==> config.mk <==
export PLATFORM = sky130hd
export DESIGN_NAME = packet_stream_decrypt_check
export DESIGN_NICKNAME = d
export VERILOG_FILES = /design/src/psdc_pkg.sv /design/src/psdc_ram.sv /design/src/psdc_parse.sv /design/src/psdc_dec.sv /design/src/packet_stream_decrypt_check.sv
export SDC_FILE = /design/constraint.sdc
export NUM_CORES = 2
export LEC_CHECK = 0
export BUFFER_PORTS_ARGS = -buffer_cell sky130_fd_sc_hd__buf_2
export CORE_UTILIZATION = 60
export DETAILED_ROUTE_END_ITERATION = 6
export HOLD_SLACK_MARGIN = 0.05
export PLACE_DENSITY = 0.77
export SYNTH_ARGS = -nofsm -noshare
export SYNTH_HDL_FRONTEND = slang
export SYNTH_SLANG_ARGS = --single-unit
==> constraint.sdc <==
create_clock -name clk -period 25.4 [get_ports clk]
set_input_delay 0 -clock clk [delete_from_list [all_inputs] [get_ports clk]]
set_output_delay 0 -clock clk [all_outputs]
set_load 0.01 [all_outputs]
==> src/psdc_pkg.sv <==
// Shared types, constants, key table and decrypt function of the stream decrypt checker.
package psdc_pkg;

  // Frame size limits.
  localparam int unsigned HEADER_BYTES = 12;
  localparam int unsigned MAX_FRAME    = 8192;

  // Odd-position key entries held in the key stream RAM.
  localparam int unsigned KEY_DEPTH = 256;

  // Configuration register indexes.
  localparam logic [0:0] CFG_NEED_INIT = 1'b0;
  localparam logic [0:0] CFG_INIT_CODE = 1'b1;

  // Status codes of a result.
  typedef enum logic [1:0] {
    ST_OK       = 2'd0,
    ST_CHECKSUM = 2'd1,
    ST_BAD_SIZE = 2'd2,
    ST_BAD_INIT = 2'd3
  } status_t;

  // What a byte turned out to be when it was parsed.
  typedef enum logic [2:0] {
    KIND_INIT     = 3'd0,
    KIND_INIT_BAD = 3'd1,
    KIND_SIZE_BAD = 3'd2,
    KIND_BYTE     = 3'd3,
    KIND_END      = 3'd4
  } kind_t;

  // Parser result handed to the decrypt stage.
  typedef struct packed {
    kind_t       kind;
    logic        body;
    logic        clr;
    logic [1:0]  phase;
    logic [7:0]  rx;
    logic [7:0]  check;
    logic [31:0] info;
  } stage_t;

  // Fixed key table: even entries give the start position, odd entries the key stream.
  localparam logic [7:0] KEY_ROM [0:511] = '{
    8'h84, 8'h87, 8'h37, 8'hd7, 8'hea, 8'h79, 8'h91, 8'h7d,
    8'h4b, 8'h4b, 8'h85, 8'h7d, 8'h87, 8'h81, 8'h91, 8'h7c,
    8'h0f, 8'h73, 8'h91, 8'h91, 8'h87, 8'h7d, 8'h0d, 8'h7d,
    8'h86, 8'h8f, 8'h73, 8'h0f, 8'he1, 8'hdd, 8'h85, 8'h7d,
    8'h05, 8'h7d, 8'h85, 8'h83, 8'h87, 8'h9c, 8'h85, 8'h33,
    8'h0d, 8'he2, 8'h87, 8'h19, 8'h0f, 8'h79, 8'h85, 8'h86,
    8'h37, 8'h7d, 8'hd7, 8'hdd, 8'he9, 8'h7d, 8'hd7, 8'h7d,
    8'h85, 8'h79, 8'h05, 8'h7d, 8'h0f, 8'he1, 8'h87, 8'h7e,
    8'h23, 8'h87, 8'hf5, 8'h79, 8'h5f, 8'he3, 8'h4b, 8'h83,
    8'ha3, 8'ha2, 8'hae, 8'h0e, 8'h14, 8'h7d, 8'hde, 8'h7e,
    8'h85, 8'h7a, 8'h85, 8'haf, 8'hcd, 8'h7d, 8'h87, 8'ha5,
    8'h87, 8'h7d, 8'he1, 8'h7d, 8'h88, 8'h7d, 8'h15, 8'h91,
    8'h23, 8'h7d, 8'h87, 8'h7c, 8'h0d, 8'h7a, 8'h85, 8'h87,
    8'h17, 8'h7c, 8'h85, 8'h7d, 8'hac, 8'h80, 8'hbb, 8'h79,
    8'h84, 8'h9b, 8'h5b, 8'ha5, 8'hd7, 8'h8f, 8'h05, 8'h0f,
    8'h85, 8'h7e, 8'h85, 8'h80, 8'h85, 8'h98, 8'hf5, 8'h9d,
    8'ha3, 8'h1a, 8'h0d, 8'h19, 8'h87, 8'h7c, 8'h85, 8'h7d,
    8'h84, 8'h7d, 8'h85, 8'h7e, 8'he7, 8'h97, 8'h0d, 8'h0f,
    8'h85, 8'h7b, 8'hea, 8'h7d, 8'had, 8'h80, 8'had, 8'h7d,
    8'hb7, 8'haf, 8'h0d, 8'h7d, 8'he9, 8'h3d, 8'h85, 8'h7d,
    8'h87, 8'hb7, 8'h23, 8'h7d, 8'he7, 8'hb7, 8'ha3, 8'h0c,
    8'h87, 8'h7e, 8'h85, 8'ha5, 8'h7d, 8'h76, 8'h35, 8'hb9,
    8'h0d, 8'h6f, 8'h23, 8'h7d, 8'h87, 8'h9b, 8'h85, 8'h0c,
    8'he1, 8'ha1, 8'h0d, 8'h7f, 8'h87, 8'h7d, 8'h84, 8'h7a,
    8'h84, 8'h7b, 8'he1, 8'h86, 8'he8, 8'h6f, 8'hd1, 8'h79,
    8'h85, 8'h19, 8'h53, 8'h95, 8'hc3, 8'h47, 8'h19, 8'h7d,
    8'he7, 8'h0c, 8'h37, 8'h7c, 8'h23, 8'h7d, 8'h85, 8'h7d,
    8'h4b, 8'h79, 8'h21, 8'ha5, 8'h87, 8'h7d, 8'h19, 8'h7d,
    8'h0d, 8'h7d, 8'h15, 8'h91, 8'h23, 8'h7d, 8'h87, 8'h7c,
    8'h85, 8'h7a, 8'h85, 8'haf, 8'hcd, 8'h7d, 8'h87, 8'h7d,
    8'he9, 8'h3d, 8'h85, 8'h7d, 8'h15, 8'h79, 8'h85, 8'h7d,
    8'hc1, 8'h7b, 8'hea, 8'h7d, 8'hb7, 8'h7d, 8'h85, 8'h7d,
    8'h85, 8'h7d, 8'h0d, 8'h7d, 8'he9, 8'h73, 8'h85, 8'h79,
    8'h05, 8'h7d, 8'hd7, 8'h7d, 8'h85, 8'he1, 8'hb9, 8'he1,
    8'h0f, 8'h65, 8'h85, 8'h86, 8'h2d, 8'h7d, 8'hd7, 8'hdd,
    8'ha3, 8'h8e, 8'he6, 8'h7d, 8'hde, 8'h7e, 8'hae, 8'h0e,
    8'h0f, 8'he1, 8'h89, 8'h7e, 8'h23, 8'h7d, 8'hf5, 8'h79,
    8'h23, 8'he1, 8'h4b, 8'h83, 8'h0c, 8'h0f, 8'h85, 8'h7b,
    8'h85, 8'h7e, 8'h8f, 8'h80, 8'h85, 8'h98, 8'hf5, 8'h7a,
    8'h85, 8'h1a, 8'h0d, 8'he1, 8'h0f, 8'h7c, 8'h89, 8'h0c,
    8'h85, 8'h0b, 8'h23, 8'h69, 8'h87, 8'h7b, 8'h23, 8'h0c,
    8'h1f, 8'hb7, 8'h21, 8'h7a, 8'h88, 8'h7e, 8'h8f, 8'ha5,
    8'h7d, 8'h80, 8'hb7, 8'hb9, 8'h18, 8'hbf, 8'h4b, 8'h19,
    8'h85, 8'ha5, 8'h91, 8'h80, 8'h87, 8'h81, 8'h87, 8'h7c,
    8'h0f, 8'h73, 8'h91, 8'h91, 8'h84, 8'h87, 8'h37, 8'hd7,
    8'h86, 8'h79, 8'he1, 8'hdd, 8'h85, 8'h7a, 8'h73, 8'h9b,
    8'h05, 8'h7d, 8'h0d, 8'h83, 8'h87, 8'h9c, 8'h85, 8'h33,
    8'h87, 8'h7d, 8'h85, 8'h0f, 8'h87, 8'h7d, 8'h0d, 8'h7d,
    8'hf6, 8'h7e, 8'h87, 8'h7d, 8'h88, 8'h19, 8'h89, 8'hf5,
    8'hd1, 8'hdd, 8'h85, 8'h7d, 8'h8b, 8'hc3, 8'hea, 8'h7a,
    8'hd7, 8'hb0, 8'h0d, 8'h7d, 8'h87, 8'ha5, 8'h87, 8'h7c,
    8'h73, 8'h7e, 8'h7d, 8'h86, 8'h87, 8'h23, 8'h85, 8'h10,
    8'hd7, 8'hdf, 8'hed, 8'ha5, 8'he1, 8'h7a, 8'h85, 8'h23,
    8'hea, 8'h7e, 8'h85, 8'h98, 8'had, 8'h79, 8'h86, 8'h7d,
    8'h85, 8'h7d, 8'hd7, 8'h7d, 8'he1, 8'h7a, 8'hf5, 8'h7d,
    8'h85, 8'hb0, 8'h2b, 8'h37, 8'he1, 8'h7a, 8'h87, 8'h79,
    8'h84, 8'h7d, 8'h73, 8'h73, 8'h87, 8'h7d, 8'h23, 8'h7d,
    8'he9, 8'h7d, 8'h85, 8'h7e, 8'h02, 8'h7d, 8'hdd, 8'h2d,
    8'h87, 8'h79, 8'he7, 8'h79, 8'had, 8'h7c, 8'h23, 8'hda,
    8'h87, 8'h0d, 8'h0d, 8'h7b, 8'he7, 8'h79, 8'h9b, 8'h7d,
    8'hd7, 8'h8f, 8'h05, 8'h7d, 8'h0d, 8'h34, 8'h8f, 8'h7d,
    8'had, 8'h87, 8'he9, 8'h7c, 8'h85, 8'h80, 8'h85, 8'h79,
    8'h8a, 8'hc3, 8'he7, 8'ha5, 8'he8, 8'h6b, 8'h0d, 8'h74,
    8'h10, 8'h73, 8'h33, 8'h17, 8'h0d, 8'h37, 8'h21, 8'h19
  };

  // Start position chosen by a key index byte.
  function automatic logic [7:0] key_start(input logic [7:0] key_idx);
    return KEY_ROM[{key_idx, 1'b0}];
  endfunction

  // Key stream entry at a position.
  function automatic logic [7:0] key_trans(input logic [7:0] pos);
    return KEY_ROM[{pos, 1'b1}];
  endfunction

  // Decrypt one body byte; the phase is the low two bits of its frame position.
  function automatic logic [7:0] decrypt(input logic [7:0] b, input logic [1:0] phase,
                                         input logic [7:0] trans);
    logic [7:0] res;
    unique case (phase)
      2'd0:    res = b - {trans[6:0], 1'b0};
      2'd1:    res = b + {3'b000, trans[7:3]};
      2'd2:    res = b - {trans[5:0], 2'b00};
      default: res = b + {5'b00000, trans[7:5]};
    endcase
    return res;
  endfunction

endpackage

==> src/psdc_ram.sv <==
// Generic single-port-write, registered-read RAM.
module psdc_ram #(
  parameter int unsigned WIDTH = 8,
  parameter int unsigned DEPTH = 256
) (
  input  logic                     clk,
  input  logic                     we,
  input  logic [$clog2(DEPTH)-1:0] waddr,
  input  logic [WIDTH-1:0]         wdata,
  input  logic                     re,
  input  logic [$clog2(DEPTH)-1:0] raddr,
  output logic [WIDTH-1:0]         rdata
);

  logic [WIDTH-1:0] mem [DEPTH];

  // Write port.
  always_ff @(posedge clk) begin
    if (we) begin
      mem[waddr] <= wdata;
    end
  end

  // Registered read port; data holds while no read is requested.
  always_ff @(posedge clk) begin
    if (re) begin
      rdata <= mem[raddr];
    end
  end

endmodule

==> src/psdc_parse.sv <==
// Header and init word parser: tracks the frame position and classifies each byte.
module psdc_parse #(
  parameter int unsigned HEADER_BYTES = psdc_pkg::HEADER_BYTES,
  parameter int unsigned MAX_FRAME    = psdc_pkg::MAX_FRAME
) (
  input  logic                  clk,
  input  logic                  rst_n,
  input  logic                  cfg_we,
  input  logic [0:0]            cfg_index,
  input  logic [31:0]           cfg_wdata,
  input  logic                  accept,
  input  logic [7:0]            rx_byte,
  output psdc_pkg::stage_t      st,
  output logic [7:0]            key_addr
);

  logic        need_init_r;
  logic [31:0] init_code_r;
  logic        init_done_r, init_done_nxt;
  logic [31:0] init_shift_r, init_shift_nxt;
  logic [15:0] byte_index_r, byte_index_nxt;
  logic [15:0] frame_size_r, frame_size_nxt;
  logic [7:0]  key_pos_r, key_pos_nxt;
  logic [7:0]  check_byte_r, check_byte_nxt;
  logic [16:0] idx_inc;
  logic [15:0] size_word;
  logic        size_bad;

  // Configuration registers.
  always_ff @(posedge clk) begin
    if (!rst_n) begin
      need_init_r <= 1'b1;
      init_code_r <= '0;
    end else if (cfg_we) begin
      unique case (cfg_index)
        psdc_pkg::CFG_NEED_INIT: need_init_r <= cfg_wdata[0];
        psdc_pkg::CFG_INIT_CODE: init_code_r <= cfg_wdata;
        default:                 init_code_r <= init_code_r;
      endcase
    end
  end

  // The size as it stands once its second byte is in.
  assign idx_inc   = {1'b0, byte_index_r} + 17'd1;
  assign key_addr  = key_pos_r;
  assign size_word = {rx_byte, frame_size_r[7:0]};
  assign size_bad  = (size_word < 16'(HEADER_BYTES)) || (size_word < 16'd4) ||
                     (size_word >= 16'(MAX_FRAME));

  // Parse one byte against the current frame position.
  always_comb begin
    init_done_nxt  = init_done_r;
    init_shift_nxt = init_shift_r;
    byte_index_nxt = idx_inc[15:0];
    frame_size_nxt = frame_size_r;
    key_pos_nxt    = key_pos_r;
    check_byte_nxt = check_byte_r;
    st.kind  = psdc_pkg::KIND_BYTE;
    st.body  = 1'b0;
    st.clr   = 1'b0;
    st.phase = byte_index_r[1:0];
    st.rx    = rx_byte;
    st.check = check_byte_r;
    st.info  = '0;
    if (need_init_r && !init_done_r) begin
      // Collect the init word, newest byte on top.
      init_shift_nxt = {rx_byte, init_shift_r[31:8]};
      st.kind        = psdc_pkg::KIND_INIT;
      if (idx_inc >= 17'd4) begin
        byte_index_nxt = '0;
        if (init_shift_nxt == init_code_r) begin
          init_done_nxt = 1'b1;
        end else begin
          st.kind = psdc_pkg::KIND_INIT_BAD;
          st.info = init_shift_nxt;
        end
      end
    end else begin
      priority case (1'b1)
        byte_index_r == 16'd0: begin
          frame_size_nxt = {8'h00, rx_byte};
          st.clr         = 1'b1;
        end
        byte_index_r == 16'd1: begin
          frame_size_nxt = size_word;
        end
        byte_index_r == 16'd2: begin
          key_pos_nxt = psdc_pkg::key_start(rx_byte);
        end
        byte_index_r == 16'd3: begin
          check_byte_nxt = rx_byte;
        end
        default: begin
          st.body     = 1'b1;
          key_pos_nxt = key_pos_r + 8'd1;
        end
      endcase
      st.check = check_byte_nxt;
      st.info  = {16'h0000, frame_size_nxt};
      if ((byte_index_r == 16'd1) && size_bad) begin
        byte_index_nxt = '0;
        st.kind        = psdc_pkg::KIND_SIZE_BAD;
      end else if ((byte_index_r >= 16'd3) && (idx_inc >= {1'b0, frame_size_nxt})) begin
        byte_index_nxt = '0;
        st.kind        = psdc_pkg::KIND_END;
      end
    end
  end

  // Parser state advances on each accepted byte.
  always_ff @(posedge clk) begin
    if (!rst_n) begin
      init_done_r  <= 1'b0;
      init_shift_r <= '0;
      byte_index_r <= '0;
      frame_size_r <= '0;
      key_pos_r    <= '0;
      check_byte_r <= '0;
    end else if (accept) begin
      init_done_r  <= init_done_nxt;
      init_shift_r <= init_shift_nxt;
      byte_index_r <= byte_index_nxt;
      frame_size_r <= frame_size_nxt;
      key_pos_r    <= key_pos_nxt;
      check_byte_r <= check_byte_nxt;
    end
  end

endmodule

==> src/psdc_dec.sv <==
// Decrypt stage with running sums, checksum test and the output register.
module psdc_dec (
  input  logic             clk,
  input  logic             rst_n,
  input  logic             accept,
  input  psdc_pkg::stage_t st,
  input  logic [7:0]       trans,
  output logic             adv,
  output logic             out_valid,
  input  logic             out_ready,
  output logic [7:0]       out_byte,
  output logic             out_byte_valid,
  output logic             out_frame_last,
  output logic [1:0]       out_status,
  output logic [31:0]      out_error_info
);

  logic             s1_valid_r;
  psdc_pkg::stage_t s1_r;
  logic [7:0]       raw_sum_r, raw_sum_nxt;
  logic [7:0]       plain_sum_r, plain_sum_nxt;
  logic [7:0]       ob;
  logic             mism;
  logic             out_valid_r;
  logic [7:0]       out_byte_r;
  logic             byte_valid_r, byte_valid_nxt;
  logic             frame_last_r, frame_last_nxt;
  psdc_pkg::status_t status_r, status_nxt;
  logic [31:0]      error_info_r, error_info_nxt;

  // Both stages move whenever the output register is free or being taken.
  assign adv = !out_valid_r || out_ready;

  // Parsed byte register; the key stream RAM read lines up with it.
  always_ff @(posedge clk) begin
    if (!rst_n) begin
      s1_valid_r <= 1'b0;
    end else if (adv) begin
      s1_valid_r <= accept;
    end
  end

  always_ff @(posedge clk) begin
    if (adv && accept) begin
      s1_r <= st;
    end
  end

  // Decrypt and fold the byte into the running sums.
  always_comb begin
    ob            = s1_r.body ? psdc_pkg::decrypt(s1_r.rx, s1_r.phase, trans) : s1_r.rx;
    raw_sum_nxt   = (s1_r.clr ? 8'h00 : raw_sum_r) + (s1_r.body ? s1_r.rx : 8'h00);
    plain_sum_nxt = (s1_r.clr ? 8'h00 : plain_sum_r) + (s1_r.body ? ob : 8'h00);
    mism          = (raw_sum_nxt - plain_sum_nxt) != s1_r.check;
  end

  always_ff @(posedge clk) begin
    if (!rst_n) begin
      raw_sum_r   <= '0;
      plain_sum_r <= '0;
    end else if (adv && s1_valid_r) begin
      raw_sum_r   <= raw_sum_nxt;
      plain_sum_r <= plain_sum_nxt;
    end
  end

  // Result flags from the byte class.
  always_comb begin
    byte_valid_nxt = 1'b1;
    frame_last_nxt = 1'b0;
    status_nxt     = psdc_pkg::ST_OK;
    error_info_nxt = '0;
    unique case (s1_r.kind)
      psdc_pkg::KIND_INIT: begin
        byte_valid_nxt = 1'b0;
      end
      psdc_pkg::KIND_INIT_BAD: begin
        byte_valid_nxt = 1'b0;
        frame_last_nxt = 1'b1;
        status_nxt     = psdc_pkg::ST_BAD_INIT;
        error_info_nxt = s1_r.info;
      end
      psdc_pkg::KIND_SIZE_BAD: begin
        frame_last_nxt = 1'b1;
        status_nxt     = psdc_pkg::ST_BAD_SIZE;
        error_info_nxt = s1_r.info;
      end
      psdc_pkg::KIND_END: begin
        frame_last_nxt = 1'b1;
        if (mism) begin
          status_nxt     = psdc_pkg::ST_CHECKSUM;
          error_info_nxt = s1_r.info;
        end
      end
      default: begin
        frame_last_nxt = 1'b0;
      end
    endcase
  end

  // Output register.
  always_ff @(posedge clk) begin
    if (!rst_n) begin
      out_valid_r <= 1'b0;
    end else if (adv) begin
      out_valid_r <= s1_valid_r;
    end
  end

  always_ff @(posedge clk) begin
    if (adv && s1_valid_r) begin
      out_byte_r   <= ob;
      byte_valid_r <= byte_valid_nxt;
      frame_last_r <= frame_last_nxt;
      status_r     <= status_nxt;
      error_info_r <= error_info_nxt;
    end
  end

  assign out_valid      = out_valid_r;
  assign out_byte       = out_byte_r;
  assign out_byte_valid = byte_valid_r;
  assign out_frame_last = frame_last_r;
  assign out_status     = status_r;
  assign out_error_info = error_info_r;

`ifndef NO_ASSERTIONS
  // A parsed byte is never dropped while the output is stalled.
  a_s1_hold: assert property (@(posedge clk) disable iff (!rst_n)
    s1_valid_r && !adv |=> s1_valid_r)
    else $error("parsed byte lost during stall");

  // Any non-zero status closes a frame or an init word.
  a_err_last: assert property (@(posedge clk) disable iff (!rst_n)
    out_valid_r && (status_r != psdc_pkg::ST_OK) |-> frame_last_r)
    else $error("error status without frame_last");

  // Init bytes carry either no status or a bad init code.
  a_init_status: assert property (@(posedge clk) disable iff (!rst_n)
    out_valid_r && !byte_valid_r |->
      (status_r == psdc_pkg::ST_OK) || (status_r == psdc_pkg::ST_BAD_INIT))
    else $error("init byte with frame status");
`endif

endmodule

==> src/packet_stream_decrypt_check.sv <==
// Top level of the stream decrypt checker: key stream RAM fill, parser and decrypt stage.
// A byte accepted on the input passes the parsed byte register, then the output register.
// Throughput: one byte per cycle while the output register is free or being taken.
// The output register frees the input side whenever the result is taken or empty.
// Reset (synchronous, active low) clears the parse state and starts a fill of all 256 entries
// of the key stream RAM; no byte is accepted until it ends, configuration writes are.
module packet_stream_decrypt_check #(
  parameter int unsigned HEADER_BYTES = psdc_pkg::HEADER_BYTES,
  parameter int unsigned MAX_FRAME    = psdc_pkg::MAX_FRAME
) (
  input  logic        clk,
  input  logic        rst_n,
  input  logic        cfg_we,
  input  logic [0:0]  cfg_index,
  input  logic [31:0] cfg_wdata,
  input  logic        in_valid,
  output logic        in_ready,
  input  logic [7:0]  in_rx_byte,
  output logic        out_valid,
  input  logic        out_ready,
  output logic [7:0]  out_byte,
  output logic        out_byte_valid,
  output logic        out_frame_last,
  output logic [1:0]  out_status,
  output logic [31:0] out_error_info
);

  localparam int unsigned KEY_AW = $clog2(psdc_pkg::KEY_DEPTH);

  logic [KEY_AW:0]   fill_cnt_r;
  logic              fill_done;
  logic              accept;
  logic              adv;
  logic [7:0]        key_addr;
  logic [7:0]        trans;
  psdc_pkg::stage_t  st;

  // Fill sweep: copies the key stream entries into the RAM after reset.
  assign fill_done = fill_cnt_r[KEY_AW];

  always_ff @(posedge clk) begin
    if (!rst_n) begin
      fill_cnt_r <= '0;
    end else if (!fill_done) begin
      fill_cnt_r <= fill_cnt_r + {{KEY_AW{1'b0}}, 1'b1};
    end
  end

  // Transfer on the input channel.
  assign in_ready = adv && fill_done;
  assign accept   = in_valid && in_ready;

  psdc_ram #(
    .WIDTH (8),
    .DEPTH (psdc_pkg::KEY_DEPTH)
  ) u_key_ram (
    .clk   (clk),
    .we    (!fill_done),
    .waddr (fill_cnt_r[KEY_AW-1:0]),
    .wdata (psdc_pkg::key_trans(8'(fill_cnt_r[KEY_AW-1:0]))),
    .re    (accept),
    .raddr (KEY_AW'(key_addr)),
    .rdata (trans)
  );

  psdc_parse #(
    .HEADER_BYTES (HEADER_BYTES),
    .MAX_FRAME    (MAX_FRAME)
  ) u_parse (
    .clk       (clk),
    .rst_n     (rst_n),
    .cfg_we    (cfg_we),
    .cfg_index (cfg_index),
    .cfg_wdata (cfg_wdata),
    .accept    (accept),
    .rx_byte   (in_rx_byte),
    .st        (st),
    .key_addr  (key_addr)
  );

  psdc_dec u_dec (
    .clk            (clk),
    .rst_n          (rst_n),
    .accept         (accept),
    .st             (st),
    .trans          (trans),
    .adv            (adv),
    .out_valid      (out_valid),
    .out_ready      (out_ready),
    .out_byte       (out_byte),
    .out_byte_valid (out_byte_valid),
    .out_frame_last (out_frame_last),
    .out_status     (out_status),
    .out_error_info (out_error_info)
  );

`ifndef NO_ASSERTIONS
  // No byte is taken while the key stream RAM is still being filled.
  a_fill_block: assert property (@(posedge clk) disable iff (!rst_n)
    !fill_done |-> !in_ready)
    else $error("input accepted during key fill");

  // The fill sweep, once finished, stays finished.
  a_fill_stays: assert property (@(posedge clk) disable iff (!rst_n)
    fill_done |=> fill_done)
    else $error("key fill restarted without reset");

  // A result can only appear after an accepted byte has passed the parsed byte register.
  a_no_invent: assert property (@(posedge clk) disable iff (!rst_n)
    $rose(out_valid) |-> $past(accept, 2))
    else $error("result without an accepted byte");
`endif

endmodule

== Word-level counts from Yosys, hierarchy flattened ==
Memories as Yosys holds them, arrays and structs flattened. A register that Yosys moved wholly into a read port is not among the register bits.
Index checks and enable logic that the tools add are counted.

* Register bits: 240
* Bits in writable memories: 2048
* Memory bits (read-only): 8192
* Input bits: 46
* Logic and storage cells: 134
* Memories: 3

* Add/subtract/negate cells: 10
* Order comparisons: 8
* Equality and inequality tests: 11
* Muxes and demuxes: 42
* Bitwise logic cells: 7
* Reduce and logical (&&, ||, !) cells: 26

{| class="wikitable"
|+ Memory list
! name !! words !! width !! read ports !! clocked after memory_dff !! write ports !! RTL line !! source
|-
| (no name shown) || 512 || 8 || 1 || 0 || 0 || psdc_pkg.sv:113 || <nowiki>return KEY_ROM[{key_idx, 1'b0}];</nowiki>
|-
| (no name shown) || 512 || 8 || 1 || 0 || 0 || psdc_pkg.sv:118 || <nowiki>return KEY_ROM[{pos, 1'b1}];</nowiki>
|-
| u_key_ram.mem || 256 || 8 || 1 || 1 || 1 || psdc_ram.sv:15 || <nowiki>logic [WIDTH-1:0] mem [DEPTH];</nowiki>
|}

{| class="wikitable"
|+ Operator list
! kind !! number
|-
| 16-bit 2-to-1 mux || 10
|-
| 8-bit 2-to-1 mux || 16
|-
| 32-bit one-hot mux with 2 select lines || 1
|-
| 16-bit by 2-bit == test with 1-bit output (second input constant) || 2
|-
| 32-bit == test || 1
|-
| 32-bit 2-to-1 mux || 1
|-
| 8-bit one-hot mux with 3 select lines || 1
|-
| 8-bit subtractor || 3
|-
| 10-bit >= comparator (second input constant) || 2
|-
| 9-bit NOT with 10-bit output || 2
|-
| 16-bit by 1-bit adder with 17-bit output (second input constant) || 1
|-
| 17-bit by 16-bit >= comparator with 1-bit output || 1
|-
| 17-bit by 3-bit >= comparator with 1-bit output (second input constant) || 1
|-
| 8-bit adder || 2
|-
| 16-bit by 1-bit == test with 1-bit output (second input constant) || 1
|-
| 16-bit by 14-bit >= comparator with 1-bit output (second input constant) || 1
|-
| 16-bit by 2-bit >= comparator with 1-bit output (second input constant) || 1
|-
| 16-bit logical NOT || 1
|-
| 16-bit by 3-bit less-than comparator with 1-bit output (second input constant) || 1
|-
| 16-bit by 4-bit less-than comparator with 1-bit output (second input constant) || 1
|-
| 3-bit 2-to-1 mux || 4
|-
| 9-bit by 1-bit adder with 9-bit output (second input constant) || 1
|-
| 9-bit 2-to-1 mux || 1
|-
| 8-bit by 1-bit adder with 8-bit output (second input constant) || 1
|-
| 23 further kinds || 47
|}

== Logic depth before layout (Yosys ltp) ==
* Depth after elaboration: 9
* Gate-level depth with buffers: 28
* Gate-level depth less buffers: 26

== Modules after synthesis ==
From an unflattened synthesis, not the netlist that was laid out.

* Cells, all modules: 6051
* Area total of the unflattened synthesis: 98564.5 µm²

{| class="wikitable"
|+ By module, submodules not included
! module !! instances !! cells an instance !! area each (µm²) !! sequential area each (µm²)
|-
| psdc_ram || 1 || 3733 || 79636.4 || 61739.2
|-
| psdc_parse || 1 || 1264 || 8977.4 || 2122.0
|-
| psdc_dec || 1 || 505 || 6020.8 || 3333.2
|-
| packet_stream_decrypt_check || 1 || 549 || 3930.0 || 180.2
|}

== Worst setup path after synthesis ==
OpenSTA, ideal clock, no wires.

* Path type: register to register
* Start point: register fill_cnt_r[0]
* End point: memory u_key_ram.mem[0][0] (data pin)
* Arrival time: 18.198 ns
* Required time: 22.033 ns
* Slack: 3.836 ns
* Stages on the path, launching flop included: 12
* Path buffers: 3
* Cells stage by stage: dfxtp_1 clkbuf_1 inv_1 clkbuf_1 ha_1 clkbuf_1 nand2_1 nor3b_1 a21oi_1 o211ai_1 a21oi_1 o311ai_0

* Cells in the longest elaborated chain, start to end: 4

{| class="wikitable"
|+ RTL lines
! element !! RTL line !! source
|-
| from (decl) || packet_stream_decrypt_check.sv:30 || <nowiki>logic [KEY_AW:0] fill_cnt_r;</nowiki>
|-
| from (signal assigned) || packet_stream_decrypt_check.sv:45 || <nowiki>fill_cnt_r <= fill_cnt_r + {{KEY_AW{1'b0}}, 1'b1};</nowiki>
|-
| 9-bit NOT with 10-bit output (implied by the code) || psdc_pkg.sv:118 ||
|-
| memory read 512 x 8 bit || - ||
|-
| 8-bit 2-to-1 mux (implied by the code) (2 in a row) || psdc_pkg.sv:118 ||
|-
| via u_key_ram.wdata[0] || psdc_ram.sv:9 || <nowiki>input logic [WIDTH-1:0] wdata,</nowiki>
|-
| to (decl) || psdc_ram.sv:15 ||
|}

The timed path passes the listed nets, and every way through them passes these cells. The select of a mux whose other input is x is not followed.

== Final worst setup path ==
* Start point: register u_dec.s1_r[48] in the netlist's numbering
* End point: register u_dec.error_info_r[30] (netlist: u_dec.out_error_info[30]) (data pin)

* Cells in the longest elaborated chain, start to end: 9
* Elaborated cells on any way between the ends: 11

{| class="wikitable"
|+ RTL lines
! element !! RTL line !! source
|-
| from (decl) || psdc_dec.sv:19 || <nowiki>psdc_pkg::stage_t s1_r;</nowiki>
|-
| from (signal assigned) || psdc_dec.sv:45 || <nowiki>s1_r <= st;</nowiki>
|-
| 2-bit == test (tied with other cells) || psdc_pkg.sv:125 || <nowiki>unique case (phase)</nowiki>
|-
| 8-bit one-hot mux with 3 select lines * || psdc_pkg.sv:125 ||
|-
| 8-bit 2-to-1 mux * || psdc_dec.sv:51 || <nowiki>ob = s1_r.body ? psdc_pkg::decrypt(s1_r.rx, s1_r.phase, trans) : s1_r.rx;</nowiki>
|-
| 8-bit 2-to-1 mux * || psdc_dec.sv:53 || <nowiki>plain_sum_nxt = (s1_r.clr ? 8'h00 : plain_sum_r) + (s1_r.body ? ob : 8'h00);</nowiki>
|-
| 8-bit adder * || psdc_dec.sv:53 ||
|-
| 8-bit subtractor * || psdc_dec.sv:54 || <nowiki>mism = (raw_sum_nxt - plain_sum_nxt) != s1_r.check;</nowiki>
|-
| 8-bit != test * || psdc_dec.sv:54 ||
|-
| 32-bit 2-to-1 mux * || psdc_dec.sv:90 || <nowiki>if (mism) begin</nowiki>
|-
| 32-bit one-hot mux with 2 select lines * || psdc_dec.sv:73 || <nowiki>unique case (s1_r.kind)</nowiki>
|-
| via u_dec.error_info_nxt[30] || psdc_dec.sv:29 || <nowiki>logic [31:0] error_info_r, error_info_nxt;</nowiki>
|-
| to (signal assigned) || psdc_dec.sv:116 || <nowiki>error_info_r <= error_info_nxt;</nowiki>
|-
| to (decl) || psdc_dec.sv:29 ||
|}

Mark *: on every way through the listed nets, which the timed path passes. The rest lies on a longest branch.
A chain may end at the register's enable or synchronous reset.

==> key figures <==
Power and ir drop
  • Maximum VDD drop: between 0.09 and 0.1 mV
  • P_int: ~0.006 W
  • Pwr dens: between 70 and 80 mW/mm2
  • Sequential power share: 0.541
  • Combinational share of power: 0.048
  • Clock network power share: 0.411
  • Net Sw Frac: 0.224
  • Lkg Pwr: roughly 33 nW
  • Net Switching: about 0.0018 W

Layout
  • Share of cells above drive strength 1: 0.204
  • Area Overhead vs Synth: 10.9%
  • Nets: roughly 6000

Place
  • DP HPWL: 147 mm
  • Placer Congestion: 0.980
  • IO Port Bufs: just over 90

Run status
  • Outcome: finished clean

Worst hold path
  • Path type of the worst min-delay path: in2reg
  • Hold_sp: rst_n

Detailed routing
  • DR WL/cell: between 30 and 40 um
  • Via count: roughly 57000
  • DR iter-0 viols: around 8000
  • Final WL: roughly 270 mm
  • DRC viols: 0
  • Avg Vias per Cell: 6.98
  • 1st-pass router iterations: 6
  • Routed Antenna Nets: 0

Critical path
  • Slowest cell on crit path: xor3_1
  • Worst setup path start: u_dec.s1_r[48]$_DFFE_PP_
  • CP Class: reg2reg
  • Delay-heaviest family, CP: XOR/XNOR gates
  • Buffers and inverters on the worst path: 1
  • CP startpoint kind: register
  • Critical Path, Cell by Cell: nand2b_1 > o21ai_0 > ha_1 > inv_1 > fa_1 > nand2_1 > o21ai_0 > nor3_1 > ha_1 > a21o_1 > a211oi_2 > nor2_1 > nor2_1 > xor2_1 > ha_1 > or2_2 > a21oi_1 > a31oi_1 > xor3_1 > xor3_1 > a31oi_1
  • Critical path endpoint category: register
  • Max Fanout on Critical Path: 32
  • Max incr delay on CP: approximately 1.1 ns
  • RR Startpoint: u_dec.s1_r[48]$_DFFE_PP_
  • Arr. time, crit path: between 6 and 7 ns
  • CP dominant cell by count: ha_1
  • WP data required: approximately 26 ns

STA
  • Worst-margin pin slew: ~1.3 ns
  • Setup tns final: 0 ns
  • Hold_ws: approximately 0.13 ns
  • Post-Route Skew: 0.0600 ns
  • Min Tclk post-route: 6.33 ns
  • Endpoints failing hold: 0
  • Slew headroom: 0.134
  • Fmax: 158 MHz
  • Setup Viol. Count Final: 0
  • Tcrit/Tclk final: 0.249
  • Final-report max-slew violation count: 0
  • Unrepaired setup endpoints after global routing: no

Global route
  • Antenna violations before repair: 9
  • Met3 usage: 0.0744
  • Largest net degree at the start of global routing: between 200 and 300
  • Gr ovfl total: 0
  • Gr busiest metal: met2
  • GRT Overall Usage: 0.333
  • GR Layer Usage met1: 0.443
  • Global-route met2 utilization: 0.526
  • Vias in the first global route: between 50000 and 60000
  • First-pass GRT wire length: around 390 mm

Logic synthesis
  • Simple-Gate Fraction of Synth Area: 0.0528
  • Mux cell area share after synthesis: 0.155
  • Mean Syn Cell Area: ~17 um2
  • Main combinational cell family by area after synthesis: multiplexers
  • Post-synthesis register bit count: ~2300
  • Net Count, Synth: 5782
  • Synth Flop Type: edfxtp_1
  • Fraction of registers with async set/reset: 0
  • Xor/xnor cell area share of the yosys netlist: 0.00782
  • Post-synth EDFFs: between 2000 and 2500
  • Synthesized cell area: around 0.097 mm2
  • Seq/Total Area, Yosys: 0.696
  • Adder-cell area share of the yosys netlist: 0.0133
  • Synth unique cells: 82
  • Syn Inst Count: ~5600
  • Warnings, synthesis: 0
  • Synth Area in Compound Gates: 0.0558

CTS
  • Num CTS Buffers: 215
  • H-tree Lvls: 4
  • Clk_lat worst skew: 0.87 ns
  • CTS root buf: clkbuf_16
  • Number of post-CTS setup repair buffers: 0
  • # clock sinks: 2288
  • Clk buf depth: 3
  • CTS tree: yes
  • Clk pin slew, worst setup/hold paths: 0.06 ns

Floorplanning
  • Num ports: a little over 90
  • Initial Util: 0.604
  • Die Width: between 400 and 500 um
  • # rows: approximately 150
  • Core area: roughly 0.16 mm2
  • Die Height: 404 um
  • Die area: between 0.15 and 0.2 mm2

Job
  • Max cap viols: 0
[cell usage after synthesis (45+ instances only)]
| cell | n | area [um2] |
|---|---|---|
| a211oi_1 | 57 | 428 |
| a21oi_1 | 262 | 1310 |
| a22oi_1 | 54 | 405 |
| a31oi_1 | 55 | 344 |
| buf_2 | 67 | 335 |
| clkbuf_1 | 278 | 1040 |
| dfxtp_1 | 133 | 2660 |
| edfxtp_1 | 2155 | 64700 |
| ha_1 | 93 | 1160 |
| inv_1 | 66 | 248 |
| mux4_2 | 642 | 14500 |
| nand2_1 | 391 | 1470 |
| nand3_1 | 67 | 335 |
| nor2_1 | 451 | 1690 |
| nor2b_1 | 45 | 282 |
| o21ai_0 | 147 | 736 |
| xnor2_1 | 62 | 543 |
[flip-flops by register name, indices dropped and copies added, names as in the netlist, 9 cells and up]
signal,flops
u_parse.frame_size_r,16
u_dec.out_error_info,32
u_dec.s1_r,55
u_parse.byte_index_r,16
fill_cnt_r,9
u_parse.init_shift_r,24
u_parse.init_code_r,32
u_key_ram.mem,2048
[layer usage]
metal / part of all wire / vias up
li1: - / 22840
met1: 0.36 / 28816
met2: 0.48 / 4048
met3: 0.11 / 818
met4: 0.053 / 10
met5: 0.00026 / -
[through the flow]
| stage | area, um2 | power (W) | std cells | setup slack [ns] | utilization |
|---|---|---|---|---|---|
| after detailed placement | 99300 | 0.00468 | 7573 | 19.15 | 0.619 |
| final | 107000 | 0.00786 | 8100 | 19.07 | 0.670 |
| after floorplan | 96900 | 0.00458 | 5637 | 3.84 | - |
| after global routing | 107000 | 0.00802 | 8095 | 18.47 | 0.670 |
| after CTS | 107000 | 0.00786 | 8093 | 19.07 | 0.670 |
| after global placement | 99300 | 0.00467 | 7573 | 19.15 | 0.619 |
[worst min-delay path, stage by stage]
cell and delay [ns]:
dlygate4sd3_1 0.54, buf_2 0.23, o21ai_0 0.12, a21oi_1 0.05
[cell families (layout without fill, tap and decap cells)]
logic type | Yosys count | in the layout
flip-flops | 2288 | 2288
AO/OA/AOI/OAI | 837 | 837
AND/OR/NAND/NOR | 1164 | 1164
other | 0 | 7
buffers and inverters | 470 | 766
adder cells (fa/ha/maj) | 99 | 99
multiplexers | 696 | 696
XOR/XNOR | 83 | 83
[layout make-up]
cell class	count	area (um2)
Clock inverter	144	1400
Antenna cell	7	17.5
Tap cell	2160	2700
Fill cell	10053	52900
Multi-Input combinational cell	2879	27700
Sequential cell	2288	67400
Timing Repair Buffer	291	2330
Inverter	69	262
Clock buffer	262	5610
[path summary, 6_finish.rpt]
path | to | slack, ns | cells past startpoint
worst min register to register | u_dec.plain_sum_r[1]$_SDFFE_PN0P_ | 0.45 | 2
worst min-delay path | u_parse.key_addr[5]$_SDFFE_PN0P_ | 0.13 | 4
worst max-delay path | u_dec.out_error_info[30]$_DFFE_PP_ | 19.07 | 21
worst max register to register | u_dec.out_error_info[30]$_DFFE_PP_ | 19.07 | 21
[layout by cell type (no fill, tap or decap), types with 20 or more instances in the layout]
cell	netlist	final
edfxtp_1	2155	2155
mux4_2	642	642
nor2_1	451	448
nand2_1	391	381
a21oi_1	262	262
clkbuf_16	0	217
o21ai_0	147	145
dfxtp_1	133	127
dlygate4sd3_1	0	114
ha_1	93	93
buf_2	67	90
buf_4	10	80
inv_1	66	63
xnor2_1	62	62
nand3_1	67	60
clkinv_1	2	60
a211oi_1	57	57
a31oi_1	55	55
a22oi_1	54	54
nor2b_1	45	44
clkbuf_1	278	44
nor3_1	43	43
mux2i_1	39	39
clkinv_2	0	37
o211ai_1	36	36
nand2b_1	34	34
a21o_1	27	26
nand4_1	24	24
and2_1	23	23
a221oi_1	22	22
o22ai_1	20	20
[power groups by stage]
stage | logic (W) | clock network [W] | registers (W)
final | 0.000376 | 0.00323 | 0.00425
after global routing | 0.000392 | 0.00337 | 0.00425
after CTS | 0.000363 | 0.00324 | 0.00425
after detailed placement | 0.000348 | 0 | 0.00433
after global placement | 0.000336 | 0 | 0.00433
after floorplan | 0.000191 | 0 | 0.00439
[timing repair]
action	in CTS	in global routing
setup endpoints to repair	0	0
gates resized for setup	0	0
hold endpoints to repair	113	0
hold buffers	114	0
Note: power is estimated with default switching activity, not from simulation.
